**src/rtl/core/wso_pkg.sv**
```systemverilog
// Shared types, constants and calendar helpers for the weekly schedule
// occurrence unit. No dependencies.
`default_nettype none

package wso_pkg;

  typedef struct packed {
    logic       command;
    logic [4:0] sched_hour;
    logic [5:0] sched_minute;
    logic [6:0] sched_days;
    logic       sched_enabled;
    logic [13:0] now_year;
    logic [3:0] now_month;
    logic [4:0] now_day;
    logic [2:0] now_weekday;
    logic [4:0] now_hour;
    logic [5:0] now_minute;
    logic [5:0] now_second;
  } req_t;

  typedef struct packed {
    logic [13:0] occ_year;
    logic [3:0] occ_month;
    logic [4:0] occ_day;
    logic [2:0] occ_weekday;
    logic [4:0] occ_hour;
    logic [5:0] occ_minute;
  } occ_t;

  // controller -> datapath
  typedef struct packed {
    logic load;
    logic calc_rem;
    logic step;
    logic publish;
  } dp_cmd_t;

  // datapath -> controller
  typedef struct packed {
    logic pre_step;
    logic disabled;
    logic match;
  } dp_stat_t;

  localparam logic       CmdNext     = 1'b0;
  localparam logic [3:0] SearchSteps = 4'd8;
  localparam logic [3:0] LastMonth   = 4'd11;
  localparam logic [4:0] MonthsPerYr = 5'd12;
  localparam logic [3:0] DaysPerWeek = 4'd7;
  localparam logic [2:0] LastDow     = 3'd6;
  localparam logic [6:0] SundayBit   = 7'h40;

  // year mod 400 by reciprocal: floor(y * 5243 / 2^21) == floor(y / 400) for 14-bit y
  localparam logic [26:0] Recip400  = 27'd5243;
  localparam int unsigned RecipShift = 21;
  localparam logic [13:0] Cycle400   = 14'd400;
  localparam logic [8:0]  LastRem    = 9'd399;
  localparam logic [8:0]  MaxYearRem = 9'd383;   // 16383 mod 400
  localparam logic [13:0] MaxYear    = 14'h3FFF;
  localparam logic [8:0]  Cent1 = 9'd100;
  localparam logic [8:0]  Cent2 = 9'd200;
  localparam logic [8:0]  Cent3 = 9'd300;

  localparam logic [3:0] MonFeb = 4'd1;
  localparam logic [3:0] MonApr = 4'd3;
  localparam logic [3:0] MonJun = 4'd5;
  localparam logic [3:0] MonSep = 4'd8;
  localparam logic [3:0] MonNov = 4'd10;
  localparam logic [3:0] Mon12  = 4'd12;
  localparam logic [3:0] Mon15  = 4'd15;

  function automatic logic [4:0] month_len(input logic [3:0] m, input logic leap);
    logic [4:0] len;
    case (m)
      MonFeb: len = leap ? 5'd29 : 5'd28;
      MonApr, MonJun, MonSep, MonNov, Mon12, Mon15: len = 5'd30;
      default: len = 5'd31;
    endcase
    return len;
  endfunction

endpackage

`default_nettype wire

```
**src/rtl/core/wso_if.sv**
```systemverilog
// Valid/ready channel interfaces for request and occurrence payloads.
// Depends on wso_pkg.
`default_nettype none

interface wso_req_if;
  import wso_pkg::*;
  logic valid;
  logic ready;
  req_t data;
  modport source (output valid, output data, input ready);
  modport sink   (input valid, input data, output ready);
endinterface

interface wso_occ_if;
  import wso_pkg::*;
  logic valid;
  logic ready;
  occ_t data;
  modport source (output valid, output data, input ready);
  modport sink   (input valid, input data, output ready);
endinterface

`default_nettype wire

```
**src/rtl/core/wso_dpath.sv**
```systemverilog
// Datapath: request registers, year-mod-400 unit, one-day calendar stepper
// and output payload register. Depends on wso_pkg.
`default_nettype none

module wso_dpath (
  input  logic              clk,
  input  wso_pkg::req_t     req_data,
  input  wso_pkg::dp_cmd_t  cmd,
  output wso_pkg::dp_stat_t stat,
  output wso_pkg::occ_t     occ_data
);
  import wso_pkg::*;

  logic        dir_back_r;
  logic [4:0]  hour_r;
  logic [5:0]  minute_r;
  logic [6:0]  mask_r;
  logic        disabled_r;
  logic        pre_r;
  logic [13:0] year_r;
  logic [3:0]  month_r;
  logic [4:0]  day_r;
  logic [2:0]  dow_r;
  logic [5:0]  quo_r;
  logic [8:0]  rem_r;
  occ_t        occ_r;

  logic [13:0] year_nxt;
  logic [3:0]  month_nxt;
  logic [4:0]  day_nxt;
  logic [2:0]  dow_nxt;
  logic [8:0]  rem_nxt;

  logic [16:0] sched_t;
  logic [16:0] now_t;
  logic [26:0] quo_prod;
  logic [13:0] quo_times;
  logic [13:0] rem_full;
  logic        leap;
  logic [4:0]  mlen_cur;
  logic [4:0]  mlen_prev;
  logic [3:0]  month_dec;
  logic [4:0]  month_inc;
  logic [5:0]  day_inc;
  logic [3:0]  dow_inc;

  assign sched_t  = {req_data.sched_hour, req_data.sched_minute, 6'd0};
  assign now_t    = {req_data.now_hour, req_data.now_minute, req_data.now_second};
  assign quo_prod = {13'd0, req_data.now_year} * Recip400;

  assign quo_times = 14'({8'd0, quo_r} * Cycle400);
  assign rem_full  = year_r - quo_times;

  assign leap = (year_r[1:0] == 2'b00) && (rem_r != Cent1) && (rem_r != Cent2) &&
                (rem_r != Cent3);
  assign mlen_cur  = month_len(month_r, leap);
  assign month_dec = (month_r == 4'd0) ? LastMonth : month_r - 4'd1;
  assign mlen_prev = month_len(month_dec, leap);  // leap only matters for Feb, same year
  assign month_inc = {1'b0, month_r} + 5'd1;
  assign day_inc   = {1'b0, day_r} + 6'd1;
  assign dow_inc   = {1'b0, dow_r} + 4'd1;

  always_comb begin
    year_nxt  = year_r;
    month_nxt = month_r;
    day_nxt   = day_r;
    dow_nxt   = dow_r;
    rem_nxt   = rem_r;
    if (!dir_back_r) begin
      // weekday 7 lands on Monday after a step, like a mod-7 reduction
      dow_nxt = (dow_inc >= DaysPerWeek) ? 3'(dow_inc - DaysPerWeek) : dow_inc[2:0];
      if (day_inc >= {1'b0, mlen_cur}) begin
        day_nxt = 5'(day_inc - {1'b0, mlen_cur});
        if (month_inc >= MonthsPerYr) begin
          month_nxt = 4'(month_inc - MonthsPerYr);
          year_nxt  = year_r + 14'd1;
          if (year_r == MaxYear || rem_r == LastRem) begin
            rem_nxt = 9'd0;
          end else begin
            rem_nxt = rem_r + 9'd1;
          end
        end else begin
          month_nxt = month_inc[3:0];
        end
      end else begin
        day_nxt = day_inc[4:0];
      end
    end else begin
      dow_nxt = (dow_r == 3'd0) ? LastDow : dow_r - 3'd1;
      if (day_r == 5'd0) begin
        month_nxt = month_dec;
        day_nxt   = mlen_prev - 5'd1;
        if (month_r == 4'd0) begin
          year_nxt = year_r - 14'd1;
          if (year_r == 14'd0) begin
            rem_nxt = MaxYearRem;
          end else if (rem_r == 9'd0) begin
            rem_nxt = LastRem;
          end else begin
            rem_nxt = rem_r - 9'd1;
          end
        end
      end else begin
        day_nxt = day_r - 5'd1;
      end
    end
  end

  always_ff @(posedge clk) begin
    if (cmd.load) begin
      dir_back_r <= req_data.command;
      hour_r     <= req_data.sched_hour;
      minute_r   <= req_data.sched_minute;
      mask_r     <= req_data.sched_days;
      disabled_r <= (req_data.sched_days == 7'd0) || !req_data.sched_enabled;
      pre_r      <= (req_data.command == CmdNext) ? (sched_t < now_t) : (sched_t > now_t);
      year_r     <= req_data.now_year;
      month_r    <= req_data.now_month;
      day_r      <= req_data.now_day;
      dow_r      <= req_data.now_weekday;
      quo_r      <= quo_prod[RecipShift +: 6];
    end else if (cmd.calc_rem) begin
      rem_r <= rem_full[8:0];
    end else if (cmd.step) begin
      year_r  <= year_nxt;
      month_r <= month_nxt;
      day_r   <= day_nxt;
      dow_r   <= dow_nxt;
      rem_r   <= rem_nxt;
    end
    if (cmd.publish) begin
      occ_r.occ_year    <= year_r;
      occ_r.occ_month   <= month_r;
      occ_r.occ_day     <= day_r;
      occ_r.occ_weekday <= dow_r;
      occ_r.occ_hour    <= hour_r;
      occ_r.occ_minute  <= minute_r;
    end
  end

  assign stat.pre_step = pre_r && !disabled_r;
  assign stat.disabled = disabled_r;
  assign stat.match    = |((SundayBit >> dow_r) & mask_r);  // weekday 7 shifts out
  assign occ_data      = occ_r;

endmodule

`default_nettype wire

```
**src/rtl/core/wso_ctrl.sv**
```systemverilog
// Controller: sequences load, remainder, pre-step, day search and publish,
// and owns the output valid flag. Depends on wso_pkg.
`default_nettype none

module wso_ctrl (
  input  logic              clk,
  input  logic              rst_n,
  input  logic              in_valid,
  output logic              in_ready,
  output logic              out_valid,
  input  logic              out_ready,
  input  wso_pkg::dp_stat_t stat,
  output wso_pkg::dp_cmd_t  cmd
);
  import wso_pkg::*;

  typedef enum logic [2:0] {
    ST_IDLE,
    ST_REM,
    ST_PRE,
    ST_SRCH,
    ST_DONE
  } state_t;

  state_t     state_r, state_nxt;
  logic [3:0] cnt_r, cnt_nxt;
  logic       out_valid_r, out_valid_nxt;

  always_comb begin
    state_nxt = state_r;
    cnt_nxt   = cnt_r;
    cmd       = '0;
    case (state_r)
      ST_IDLE: begin
        if (in_valid) begin
          cmd.load  = 1'b1;
          state_nxt = ST_REM;
        end
      end
      ST_REM: begin
        cmd.calc_rem = 1'b1;
        state_nxt    = ST_PRE;
      end
      ST_PRE: begin
        cmd.step  = stat.pre_step;
        cnt_nxt   = 4'd0;
        state_nxt = ST_SRCH;
      end
      ST_SRCH: begin
        // disabled schedules ignore the mask and take all eight steps
        if (cnt_r == SearchSteps || (!stat.disabled && stat.match)) begin
          state_nxt = ST_DONE;
        end else begin
          cmd.step = 1'b1;
          cnt_nxt  = cnt_r + 4'd1;
        end
      end
      ST_DONE: begin
        if (!out_valid_r || out_ready) begin
          cmd.publish = 1'b1;
          state_nxt   = ST_IDLE;
        end
      end
      default: state_nxt = ST_IDLE;
    endcase
    out_valid_nxt = cmd.publish || (out_valid_r && !out_ready);
  end

  always_ff @(posedge clk) begin
    if (!rst_n) begin
      state_r     <= ST_IDLE;
      cnt_r       <= 4'd0;
      out_valid_r <= 1'b0;
    end else begin
      state_r     <= state_nxt;
      cnt_r       <= cnt_nxt;
      out_valid_r <= out_valid_nxt;
    end
  end

  assign in_ready  = (state_r == ST_IDLE);
  assign out_valid = out_valid_r;

endmodule

`default_nettype wire

```
**src/rtl/core/weekly_schedule_occurrence_unit.sv**
```systemverilog
// Sequence: a taken request passes through the remainder, pre-step, day search
//   (k = days stepped in the search loop, 0..8; disabled schedules always 8) and
//   publish states before the result becomes valid; publish waits while the output stalls.
// Requests: one at a time; the day stepper advances one calendar day per
//   cycle. A finished result waits in the output register while the next
//   request is taken.
// Reset (rst_n low, synchronous) clears the controller and output valid.
`default_nettype none

module weekly_schedule_occurrence_unit (
  input  logic             clk,
  input  logic             rst_n,
  wso_req_if.sink          in_req,
  wso_occ_if.source        out_occ
);
  import wso_pkg::*;

  dp_cmd_t  cmd;
  dp_stat_t stat;

  wso_ctrl u_ctrl (
    .clk       (clk),
    .rst_n     (rst_n),
    .in_valid  (in_req.valid),
    .in_ready  (in_req.ready),
    .out_valid (out_occ.valid),
    .out_ready (out_occ.ready),
    .stat      (stat),
    .cmd       (cmd)
  );

  wso_dpath u_dpath (
    .clk      (clk),
    .req_data (in_req.data),
    .cmd      (cmd),
    .stat     (stat),
    .occ_data (out_occ.data)
  );

endmodule

`default_nettype wire

```
**src/flat_wrapper.sv**
```systemverilog
// flat-port wrapper written by rule: the top's interface ports become plain ports
module weekly_schedule_occurrence_unit_flat import wso_pkg::*;
  (clk, rst_n, in_req_valid, in_req_data, in_req_ready, out_occ_valid, out_occ_data, out_occ_ready);
  wso_req_if in_req_i ();
  wso_occ_if out_occ_i ();
  input  logic clk;
  input  logic rst_n;
  input wire logic [$bits(in_req_i.valid)-1:0] in_req_valid;
  input wire logic [$bits(in_req_i.data)-1:0] in_req_data;
  output wire logic [$bits(in_req_i.ready)-1:0] in_req_ready;
  output wire logic [$bits(out_occ_i.valid)-1:0] out_occ_valid;
  output wire logic [$bits(out_occ_i.data)-1:0] out_occ_data;
  input wire logic [$bits(out_occ_i.ready)-1:0] out_occ_ready;
  assign in_req_i.valid = in_req_valid;
  assign in_req_i.data = in_req_data;
  assign in_req_ready = in_req_i.ready;
  assign out_occ_valid = out_occ_i.valid;
  assign out_occ_data = out_occ_i.data;
  assign out_occ_i.ready = out_occ_ready;
  weekly_schedule_occurrence_unit u_core (.clk(clk), .rst_n(rst_n), .in_req(in_req_i), .out_occ(out_occ_i));
endmodule
```
**config.mk**
```make
export PLATFORM = sky130hd
export DESIGN_NAME = weekly_schedule_occurrence_unit_flat
export DESIGN_NICKNAME = d
export VERILOG_FILES = /design/src/rtl/core/wso_pkg.sv /design/src/rtl/core/wso_if.sv /design/src/rtl/core/wso_dpath.sv /design/src/rtl/core/wso_ctrl.sv /design/src/rtl/core/weekly_schedule_occurrence_unit.sv /design/src/flat_wrapper.sv
export SDC_FILE = /design/constraint.sdc
export NUM_CORES = 1
export LEC_CHECK = 0
export BUFFER_PORTS_ARGS = -buffer_cell sky130_fd_sc_hd__buf_2
export CORE_AREA = 4 4 142 144
export CTS_BUF_LIST = sky130_fd_sc_hd__clkbuf_8 sky130_fd_sc_hd__clkbuf_16
export DETAILED_ROUTE_END_ITERATION = 8
export DIE_AREA = 0 0 146 148
export PLACE_DENSITY = 0.79
export SLEW_MARGIN = 20
export SYNTH_ARGS = -nofsm -noshare
export SYNTH_HDL_FRONTEND = slang
export SYNTH_SLANG_ARGS = --single-unit
```
**constraint.sdc**
```tcl
create_clock -name clk -period 11 [get_ports clk]
set_input_delay 2.2 -clock clk [delete_from_list [all_inputs] [get_ports clk]]
set_output_delay 2.2 -clock clk [all_outputs]
set_load 0.01 [all_outputs]
```
==> results.tsv <==
metric	value	unit
Hold Vio Cnt, Final	0	
critical path capture point type	flop	
Port Buffers	105	
die width	146	um
Layout area overhead	10.8	%
I/O Pins	106	
TritonRoute pass-1 iters	5	
count leader, synth	inv_1	
largest net degree at the start of global routing	38	
Synth cell types	74	
GP Congestion	0.892	
setup violators final	0	
top sig layer	met4	
Die ar.	0.0216	mm^2
Initial Utilization	53.0	%
Commonest cells post-synth	155 x inv_1, 146 x ha_1, 98 x edfxtp_1, 65 x fa_1, 63 x a21oi_1	
synthesized cell area	0.00991	mm^2
insertion delay to the later sink of the worst-skew pair	0.36	ns
met1 WL	9840	um
Final min period	6.25	ns
worst slew pin tran	0.969	ns
clk sinks	106	
share of cells above drive strength 1	13.1	%
CTS Root Cell	clkbuf_16	
met3 routed WL	1140	um
critical path class	primary input to flop	
largest cells by area after synthesis	edfxtp_1 30%, ha_1 18%, fa_1 13%	
Synth Flop Type	edfxtp_1	
top cell type's share of synthesized area	29.7	%
Hold Crit Class	flop to flop	
hold depth	0	
FF-to-FF setup slack	6.56	ns
sequential area share after synthesis	31.3	%
Post-synth EDFFs	98	
crit share post-route	56.9	%
CTS tree	built	
result of the run	completed	
Final Skew	0.00983	ns
Post-Route WL	22900	um
HPWL Detailed	18200	um
Fin Hold WS	0.421	ns
critical path arrival	6.35	ns
nets@finish	1354	
Max rail drop VDD	143	uV
crit start category	primary input	
r2r worst-path depth	15	
YS warnings	0	
Wirelength per Cell	17.4	um
Die Ht	148	um
Synth async-reset ratio	0	%
Max-Cap Viols	0	
cts bufs inserted	9	
CP max FO	5	
Final ANT Viol Nets	0	
Avg Inst Size Synth	10.1	um^2
first-pass GRT wire length	37800	um
Ant. Diodes	0	
CTS clock-pin slew for the worst setup and hold paths	0.07	ns
DR WL met2	11300	um
Placeable Area	0.0187	mm^2
initial antenna violation count	0	
Post-Syn Nets	1259	
Leakage	5.05	nW
worst path required time	11.10	ns
PwrDens	206	mW/mm^2
via/cell ratio	5.76	
RSZ-0062 raised after global routing	no	
Layout fillers	1569	
Initial DRC Count	589	
gr ovfl total	0	
leading area contributor after synthesis	edfxtp_1	
f_max	160	MHz
Tot GR Track Use	21.4	%
hold bufs inserted after CTS	0	
H-tree levels	3	
CTS max path bufs	2	
register bit total from synthesis	106	
setup_tns	0	ns
DR DRC count	0	
number of global-route vias before repair	7643	
max_slew headroom	35.2	%
# resized after CTS	0	
via count	7575	
Mapped Cells	981	
post-CTS setup buffers	0	
row cnt	50	
max-slew violations	0	
==> flip-flops by register name, indices dropped and copies added (netlist names), 4 cells and up <==
register	count
u_core.u_dpath.day_r	5
u_core.u_dpath.mask_r	7
u_core.u_dpath.year_r	14
u_core.u_dpath.occ_data	37
u_core.u_dpath.minute_r	6
u_core.u_dpath.rem_r	9
u_core.u_ctrl.cnt_r	4
u_core.u_dpath.hour_r	5
u_core.u_dpath.month_r	4
u_core.u_dpath.quo_r	5
==> layer usage <==
layer	GRT usage (%)	vias to the layer above
met5	0	-
met4	6.49	0
met3	4.17	46
met2	36.9	228
met1	27.5	3644
li1	-	3657
==> power breakdown <==
group	switching, mW	leakage (nW)	total (mW)	internal [mW]
logic	0.757	3.90	1.30	0.544
registers	0.0743	0.976	0.597	0.522
clock network	0.146	0.172	0.369	0.223
==> cells in the final DEF (no fill, tap or decap), types with 13 or more instances in the layout <==
master,n
a21o_1,14
a21oi_1,63
buf_2,105
edfxtp_1,98
fa_1,65
ha_1,146
inv_1,156
nand2_1,53
nand3_1,18
nand4_1,13
nor2_1,54
nor3_1,20
o21ai_0,40
xnor2_1,33
xor2_1,16
==> per-stage QoR <==
| stage | setup WS, ns | power, mW | area, um^2 | std cells | utilization (%) |
|---|---|---|---|---|---|
| global placement | 4.45 | 1.85 | 10600 | 1299 | 56.9 |
| detailed placement | 4.36 | 1.88 | 10600 | 1299 | 56.9 |
| global route | 4.49 | 2.48 | 11000 | 1315 | 58.7 |
| floorplan | 4.79 | 1.57 | 9910 | 981 | - |
| finish | 4.75 | 2.27 | 11000 | 1315 | 58.7 |
| CTS | 4.73 | 2.26 | 11000 | 1315 | 58.7 |
==> worst max-delay path: stages <==
cell and delay (ns):
buf_2 0.17, inv_1 0.13, fa_1 0.54, inv_1 0.04, ha_1 0.20, fa_1 0.53
inv_1 0.05, fa_1 0.48, fa_1 0.54, inv_1 0.04, ha_1 0.32, o21ai_0 0.10
a21oi_1 0.19, nand4_1 0.12, or2_2 0.31, a211o_1 0.27, xnor2_1 0.12
==> cells by family after synthesis <==
family | synth area share, %
buffers and inverters | 7.18
and+or+nand+nor | 11.8
adders and majority gates | 31.6
AOI/OAI and AO/OA | 13.3
DFF | 31.3
muxes | 0.606
xor gates and xnor gates | 4.33
==> path summary, 6_finish.rpt <==
kind | start | end
hold reg to reg | u_core.u_dpath.hour_r[1]$_DFFE_PP_ | u_core.u_dpath.occ_data[7]$_DFFE_PP_
setup reg to reg | u_core.u_dpath.rem_r[0]$_DFFE_PP_ | u_core.u_dpath.month_r[3]$_DFFE_PP_
hold / removal | u_core.u_dpath.hour_r[1]$_DFFE_PP_ | u_core.u_dpath.occ_data[7]$_DFFE_PP_
setup / recovery | in_req_data[33] | u_core.u_dpath.quo_r[4]$_DFFE_PP_
==> layout make-up <==
| class | count | area, um^2 | share of cell area (%) |
|---|---|---|---|
| inverter | 156 | 586 | 5.33 |
| clock buffer | 9 | 225 | 2.05 |
| tap | 234 | 293 | 2.67 |
| multi-input combinational | 694 | 6100 | 55.6 |
| clock inverter | 7 | 116 | 1.06 |
| timing repair buffer | 109 | 556 | 5.06 |
| sequential | 106 | 3100 | 28.3 |
(Power assumes the default switching activity.)
